## src/hw/rtl/bpc_pkg.sv

```systemverilog
// Package for the button press classifier: transfer payload types, event codes
// and control register indexes. No dependencies.
`default_nettype none

package bpc_pkg;

   localparam int unsigned TimeWidth = 32;
   localparam int unsigned MsWidth   = 16;
   localparam int unsigned CsrIdxWidth = 2;

   typedef enum logic [1:0] {
      EV_NONE   = 2'd0,
      EV_SHORT  = 2'd1,
      EV_LONG   = 2'd2,
      EV_DOUBLE = 2'd3
   } event_type;

   typedef enum logic [CsrIdxWidth-1:0] {
      CSR_ACTIVE_HIGH   = 2'd0,
      CSR_DEBOUNCE_MS   = 2'd1,
      CSR_LONG_PRESS_MS = 2'd2,
      CSR_CLICK_GAP_MS  = 2'd3
   } csr_index_type;

   typedef struct packed {
      logic [TimeWidth-1:0] now_ms;
      logic                 pin_level;
   } req_type;

   typedef struct packed {
      logic [1:0] event_res;
      logic       held;
   } rsp_type;

   localparam logic [MsWidth-1:0] DebounceReset  = 16'd50;
   localparam logic [MsWidth-1:0] LongPressReset = 16'd1000;
   localparam logic [MsWidth-1:0] ClickGapReset  = 16'd300;

endpackage

`default_nettype wire

```

## src/hw/rtl/button_press_classifier.sv

```systemverilog
// Button press classifier: debounce, short / long / double press detection.
// Depends on bpc_pkg.
//
// Usage: each transfer on the req_ channel is one poll of the button, carrying
// the raw pin level and a wrapping millisecond timestamp. Each poll produces
// exactly one transfer on the rsp_ channel with the event code (none, short,
// long, double) and the debounced held flag after that poll.
// The result of an accepted poll is registered: it goes into the result
// register, or into the skid entry when the receiver stalls. One poll per cycle
// is taken while req_stall is low; the whole update is a handful of 32-bit
// subtract-and-compare operations against the state registers, done between
// the request and the result register.
// A result register plus one skid entry sit on the output. When the receiver
// stalls, one more poll is accepted into the skid entry, after which req_stall
// rises until the receiver takes a result.
// Synchronous active-high reset restores the control registers to their
// defaults (active high, 50 ms debounce, 1000 ms long press, 300 ms gap),
// clears the press state and empties the output stages.
// The user must write control registers through the csr_ port only while idle; the block does not enforce it.
`default_nettype none

module button_press_classifier (
   input  wire logic                     clock,
   input  wire logic                     reset,
   input  wire logic                     req_valid,
   output logic                          req_stall,
   input  wire bpc_pkg::req_type         req_data,
   output logic                          rsp_valid,
   input  wire logic                     rsp_stall,
   output bpc_pkg::rsp_type              rsp_data,
   input  wire logic                     csr_wr_en,
   input  wire logic [bpc_pkg::CsrIdxWidth-1:0] csr_index,
   input  wire logic [bpc_pkg::MsWidth-1:0]     csr_wdata
);
   import bpc_pkg::*;

   // Control registers.
   logic               active_high_ff;
   logic [MsWidth-1:0] debounce_ff;
   logic [MsWidth-1:0] long_press_ff;
   logic [MsWidth-1:0] click_gap_ff;

   // Press state.
   logic                 raw_last_ff, raw_last_in;
   logic [TimeWidth-1:0] raw_change_ff, raw_change_in;
   logic                 steady_ff, steady_in;
   logic [TimeWidth-1:0] press_start_ff, press_start_in;
   logic                 pressing_ff, pressing_in;
   logic                 long_seen_ff, long_seen_in;
   logic [1:0]           clicks_ff, clicks_in;
   logic [TimeWidth-1:0] release_ff, release_in;

   // Output stages.
   logic    out_valid_ff, out_valid_in;
   rsp_type out_data_ff, out_data_in;
   logic    skid_valid_ff, skid_valid_in;
   rsp_type skid_data_ff, skid_data_in;

   logic                 accept;
   logic                 lvl;
   logic [TimeWidth-1:0] now;
   logic [TimeWidth-1:0] raw_age, press_age, release_age;
   logic                 steady_chg, long_hit, gap_hit, pressing_mid, released_now;
   rsp_type              result;

   always_ff @(posedge clock) begin
      if (reset) begin
         active_high_ff <= 1'b1;
         debounce_ff    <= DebounceReset;
         long_press_ff  <= LongPressReset;
         click_gap_ff   <= ClickGapReset;
      end else if (csr_wr_en) begin
         unique case (csr_index_type'(csr_index))
            CSR_ACTIVE_HIGH:   active_high_ff <= csr_wdata[0];
            CSR_DEBOUNCE_MS:   debounce_ff    <= csr_wdata;
            CSR_LONG_PRESS_MS: long_press_ff  <= csr_wdata;
            CSR_CLICK_GAP_MS:  click_gap_ff   <= csr_wdata;
         endcase
      end
   end

   assign accept    = req_valid && !skid_valid_ff;
   assign req_stall = skid_valid_ff;
   assign rsp_valid = out_valid_ff;
   assign rsp_data  = out_data_ff;

   assign lvl = req_data.pin_level;
   assign now = req_data.now_ms;

   assign raw_age     = now - raw_change_ff;
   assign press_age   = now - press_start_ff;
   assign release_age = now - release_ff;

   // A raw edge in this poll restarts the stability timer at zero, so the
   // steady level can only move when the raw level matches the last sample.
   // Likewise a fresh press or a fresh release has zero age in this poll.
   assign steady_chg   = (lvl == raw_last_ff) && (lvl != steady_ff) &&
                         (raw_age > {{(TimeWidth-MsWidth){1'b0}}, debounce_ff});
   assign pressing_mid = steady_chg ? (lvl == active_high_ff) : pressing_ff;
   assign released_now = steady_chg && (lvl != active_high_ff) && !long_seen_ff;
   assign long_hit     = !steady_chg && pressing_ff && !long_seen_ff &&
                         (press_age > {{(TimeWidth-MsWidth){1'b0}}, long_press_ff});
   assign gap_hit      = !pressing_mid && !released_now && (clicks_ff != 2'd0) &&
                         (release_age > {{(TimeWidth-MsWidth){1'b0}}, click_gap_ff});

   always_comb begin
      raw_last_in    = lvl;
      raw_change_in  = (lvl != raw_last_ff) ? now : raw_change_ff;
      steady_in      = steady_ff;
      press_start_in = press_start_ff;
      pressing_in    = pressing_ff;
      long_seen_in   = long_seen_ff;
      clicks_in      = clicks_ff;
      release_in     = release_ff;
      result.event_res = EV_NONE;
      result.held      = pressing_mid;

      if (steady_chg) begin
         steady_in = lvl;
         if (lvl == active_high_ff) begin
            press_start_in = now;
            pressing_in    = 1'b1;
            long_seen_in   = 1'b0;
         end else begin
            pressing_in = 1'b0;
            if (!long_seen_ff) begin
               if (clicks_ff != 2'd3) begin
                  clicks_in = clicks_ff + 2'd1;
               end
               release_in = now;
            end
         end
      end

      priority if (long_hit) begin
         long_seen_in     = 1'b1;
         clicks_in        = 2'd0;
         result.event_res = EV_LONG;
      end else if (gap_hit) begin
         clicks_in = 2'd0;
         unique case (clicks_ff)
            2'd1:    result.event_res = EV_SHORT;
            2'd2:    result.event_res = EV_DOUBLE;
            default: result.event_res = EV_NONE;
         endcase
      end else begin
      end
   end

   always_ff @(posedge clock) begin
      if (reset) begin
         raw_last_ff    <= 1'b0;
         raw_change_ff  <= '0;
         steady_ff      <= 1'b0;
         press_start_ff <= '0;
         pressing_ff    <= 1'b0;
         long_seen_ff   <= 1'b0;
         clicks_ff      <= 2'd0;
         release_ff     <= '0;
      end else if (accept) begin
         raw_last_ff    <= raw_last_in;
         raw_change_ff  <= raw_change_in;
         steady_ff      <= steady_in;
         press_start_ff <= press_start_in;
         pressing_ff    <= pressing_in;
         long_seen_ff   <= long_seen_in;
         clicks_ff      <= clicks_in;
         release_ff     <= release_in;
      end
   end

   // The skid entry catches a result when the output register is stalled;
   // it drains into the output register before any new poll is taken.
   always_comb begin
      out_valid_in  = out_valid_ff;
      out_data_in   = out_data_ff;
      skid_valid_in = skid_valid_ff;
      skid_data_in  = skid_data_ff;
      if (!out_valid_ff || !rsp_stall) begin
         if (skid_valid_ff) begin
            out_valid_in  = 1'b1;
            out_data_in   = skid_data_ff;
            skid_valid_in = 1'b0;
         end else begin
            out_valid_in = accept;
            out_data_in  = result;
         end
      end else if (accept) begin
         skid_valid_in = 1'b1;
         skid_data_in  = result;
      end
   end

   always_ff @(posedge clock) begin
      if (reset) begin
         out_valid_ff  <= 1'b0;
         skid_valid_ff <= 1'b0;
      end else begin
         out_valid_ff  <= out_valid_in;
         skid_valid_ff <= skid_valid_in;
      end
   end

   always_ff @(posedge clock) begin
      out_data_ff  <= out_data_in;
      skid_data_ff <= skid_data_in;
   end

endmodule

`default_nettype wire

```

## config.mk

```make
export PLATFORM = sky130hd
export DESIGN_NAME = button_press_classifier
export DESIGN_NICKNAME = d
export VERILOG_FILES = /design/src/hw/rtl/bpc_pkg.sv /design/src/hw/rtl/button_press_classifier.sv
export SDC_FILE = /design/constraint.sdc
export NUM_CORES = 1
export LEC_CHECK = 0
export ABC_AREA = 1
export BUFFER_PORTS_ARGS = -buffer_cell sky130_fd_sc_hd__buf_2
export CAP_MARGIN = 20
export CORE_ASPECT_RATIO = 2
export CORE_MARGIN = 1
export CORE_UTILIZATION = 28
export DETAILED_ROUTE_END_ITERATION = 10
export GPL_ROUTABILITY_DRIVEN = 1
export HOLD_SLACK_MARGIN = 0.06
export PLACE_DENSITY = 0.5
export SLEW_MARGIN = 30
export SYNTH_ARGS = -nofsm -noshare
export SYNTH_HDL_FRONTEND = slang
export SYNTH_SLANG_ARGS = --single-unit
export TNS_END_PERCENT = 10
```

## constraint.sdc

```tcl
create_clock -name clock -period 4.79 [get_ports clock]
set_clock_uncertainty 0.05 [all_clocks]
set_input_delay 0.7185 -clock clock [delete_from_list [all_inputs] [get_ports clock]]
set_output_delay 0.7185 -clock clock [all_outputs]
set_load 0.02 [all_outputs]
```

==> out/summary.txt <==
status: finished clean
setup_tns: 0 ps
WP buf/inv: 2
clock sinks: 159
synth unique cells: 46
M1 GR Usage: 0.185
total routed wirelength: 48000 um
most used routing layer: met2
final hold violations: 0
clock-pin transition on the worst setup and hold timing paths: 70 ps
Setup Fix Bufs, Post-CTS: 0
Root Buffer Master: clkbuf_16
Post-Synth Adder-Cell Area: 0.137
Mean Syn Cell Area: 6.12 um2
total power: 4.27 mW
unrepaired setup endpoints after global routing: false
Die X: 158 um
P_int: 2.67 mW
wire length of the first global-routing pass: 74200 um
most frequent cells in the layout: nand2_1 (605), inv_1 (417), a21oi_1 (237), o21ai_0 (166), nor2_1 (164)
routability cong.: 0.935
Synth Register Bits: 159
# rows: 113
leading area contributor after synthesis: dfxtp_1
ANT cells: 0
Detailed Route Iter0 Violations: 711
critical path fanouts, max: 5
Critical Path Start Type: input pin
fmax: 241 MHz
area grow syn2layout: 13.0%
Synth Warn #: 0
ys async rst share: 0
WL per Instance: 16.4 um
xor and xnor area share after synthesis: 0.0354
GR Overflow Total: 0
Setup CP Type: in2reg
pin count of the biggest net entering global routing: 74
Slew headroom: 0.398
Initial Util: 0.285
Setup-failing EPs final: 0
share of post-route cells with drive strength above 1: 0.0679
fillers: 5410
Compound-Gate Fraction of Synth Area: 0.171
Worst-Skew Late Latency: 450 ps
Max clock buf depth: 2
Cells after Synth: 2223
hold slack final: 407 ps
CTS resizes: 0
Remaining DRCs: 0
Net Sw Frac: 0.375
CTS Buf Count: 17
Critical Path Max Stage Delay: 380 ps
Setup crit end kind: flip-flop
mux contribution to synthesized area: 0
max-slew violation count: 0
Arr. time, crit path: 4310 ps
HPWL after DPL: 40800 um
vias in the first global route: 13600
Mapped Nets: 2426
initial antenna violation count: 4
Min-Delay Path Class: reg2reg
CTS tree: done
simple-gate portion of the synthesized area: 0.288
Clk pwr share: 0.337
sequential share of the synthesized area: 0.238
VDD IR max: 258 uV
Leakage: 7.65 nW
die height: 314 um
M2 GR Usage: 0.381
PD cells: 278 mW/mm2
H-tree depth: 4
Final ANT Viol Nets: 0
DIE AREA: 0.0495 mm2
family with the most delay on the worst path: compound AO/OA/AOI/OAI gates
commonest non-fill, non-tap cell in the layout: nand2_1
Yosys top cell area share: 0.225
# port buffers: 60
GRT Util Overall: 0.201
Crit-path slowest cell: ha_1
Via Count: 13700
combinational share of power: 0.332
Synth Cell Area: 0.0136 mm2
switching pwr: 1.60 mW
# IOs: 61
core footprint: 0.0478 mm2
part of the power in registers: 0.331
Max Cap Violations: 0
Final period util: 0.867
main combinational cell family by area after synthesis: simple AND/OR/NAND/NOR gates
Slew @ Worst Pin: 903 ps
Required @ worst endpoint: 4950 ps
CP cell instances: buf_2 -> buf_4 -> ha_1 -> a21oi_1 -> o21ai_0 -> a21oi_1 -> o21ai_0 -> xor2_1 -> ha_1 -> nand2_1 -> nor2_1 -> nand2_1 -> o31ai_1 -> nand3_1 -> nor2_1 -> nand3b_1 -> nor2_1 -> nand3_1 -> nand2_2 -> nor2_1 -> nand2_1 -> nand2_1
grt met3 use: 0.0269
drt first pass iters: 5
min Tclk post-route: 4150 ps
main flop type after synthesis: dfxtp_1
Post-synth EDFFs: 6
hold_buf cts: 0
Synth area leaders: dfxtp_1 (23%), nand2_1 (17%), ha_1 (13%)
vias per inst: 4.68
Nets: 2489
[power groups by stage]
stage | logic [mW] | registers [mW] | clock network (mW)
after detailed placement | 1.42 | 1.44 | 0
final | 1.42 | 1.41 | 1.44
after global routing | 1.62 | 1.42 | 1.54
after global placement | 1.41 | 1.44 | 0
after floorplan | 0.986 | 1.44 | 0
after CTS | 1.43 | 1.41 | 1.49
[stage by stage]
stage | worst slack [ps] | area [um2] | std cells | util
6_report | 637 | 15400 | 2931 | 0.322
5_1_grt | 226 | 15400 | 2931 | 0.322
4_1_cts | 642 | 15400 | 2931 | 0.322
3_5_place_dp | 152 | 14800 | 2899 | 0.309
3_3_place_gp | 274 | 14800 | 2899 | 0.309
2_1_floorplan | 950 | 13600 | 2223 | -
[cell type report]
cell class	count	area, um2	share of cell area
Clock buffer	18	429	0.0279
Clock inverter	14	175	0.0114
Inverter	426	1600	0.104
Multi-Input combinational cell	1595	8600	0.559
Sequential cell	159	3240	0.211
Tap cell	632	791	0.0514
Timing Repair Buffer	87	541	0.0352
[flip-flops by register name, summed over array words and instances (netlist names), 2 cells and up]
name	cells
press_start_ff	32
raw_change_ff	32
release_ff	32
click_gap_ff	16
debounce_ff	16
long_press_ff	16
rsp_data	3
skid_data_ff	3
clicks_ff	2
[tightest hold or removal path: cells and delay by family (launching register included)]
kind                   cells  cell delay, ps
DFF                        1             300
buffers and inverters      1              60
AOI/OAI and AO/OA          1              60
[metal layers]
layer,vias to the layer above,wire length (um)
li1,7174,-
met1,6124,16900
met2,287,25200
met3,121,1510
met4,6,4360
met5,-,37
[Yosys cell counts (all sizes together) (2+ instances only)]
cell    count
a21boi      3
a21o        2
a21oi     237
a31oi       4
and2        8
and3        2
buf         8
clkbuf     35
dfxtp     153
edfxtp      6
fa          3
ha        144
inv       425
nand2     617
nand3      93
nand3b     10
nand4      24
nor2      175
nor3       15
o211ai      9
o21a        4
o21ai     170
o21bai     10
o221ai      2
xnor2      12
xor2       43
[kinds of logic (layout without fill, tap and decap cells)]
kind of cell	Yosys count	count (layout)
AND/OR/NAND/NOR	947	947
buffers and inverters	469	545
AO/OA/AOI/OAI	446	446
flip-flops	159	159
adder cells (fa/ha/maj)	147	147
XOR/XNOR	55	55
[worst paths after layout]
| kind | startpoint | cells after the start | slack [ps] | endpoint |
|---|---|---|---|---|
| min reg2reg | raw_change_ff[15] | 2 | 410 | raw_change_ff[15] |
| min | raw_change_ff[15] | 2 | 410 | raw_change_ff[15] |
| max reg2reg | release_ff[4] | 21 | 830 | rsp_data[1] |
| max | req_data[8] | 22 | 640 | rsp_data[1] |
No activity file was read; power rests on OpenSTA's default activity.
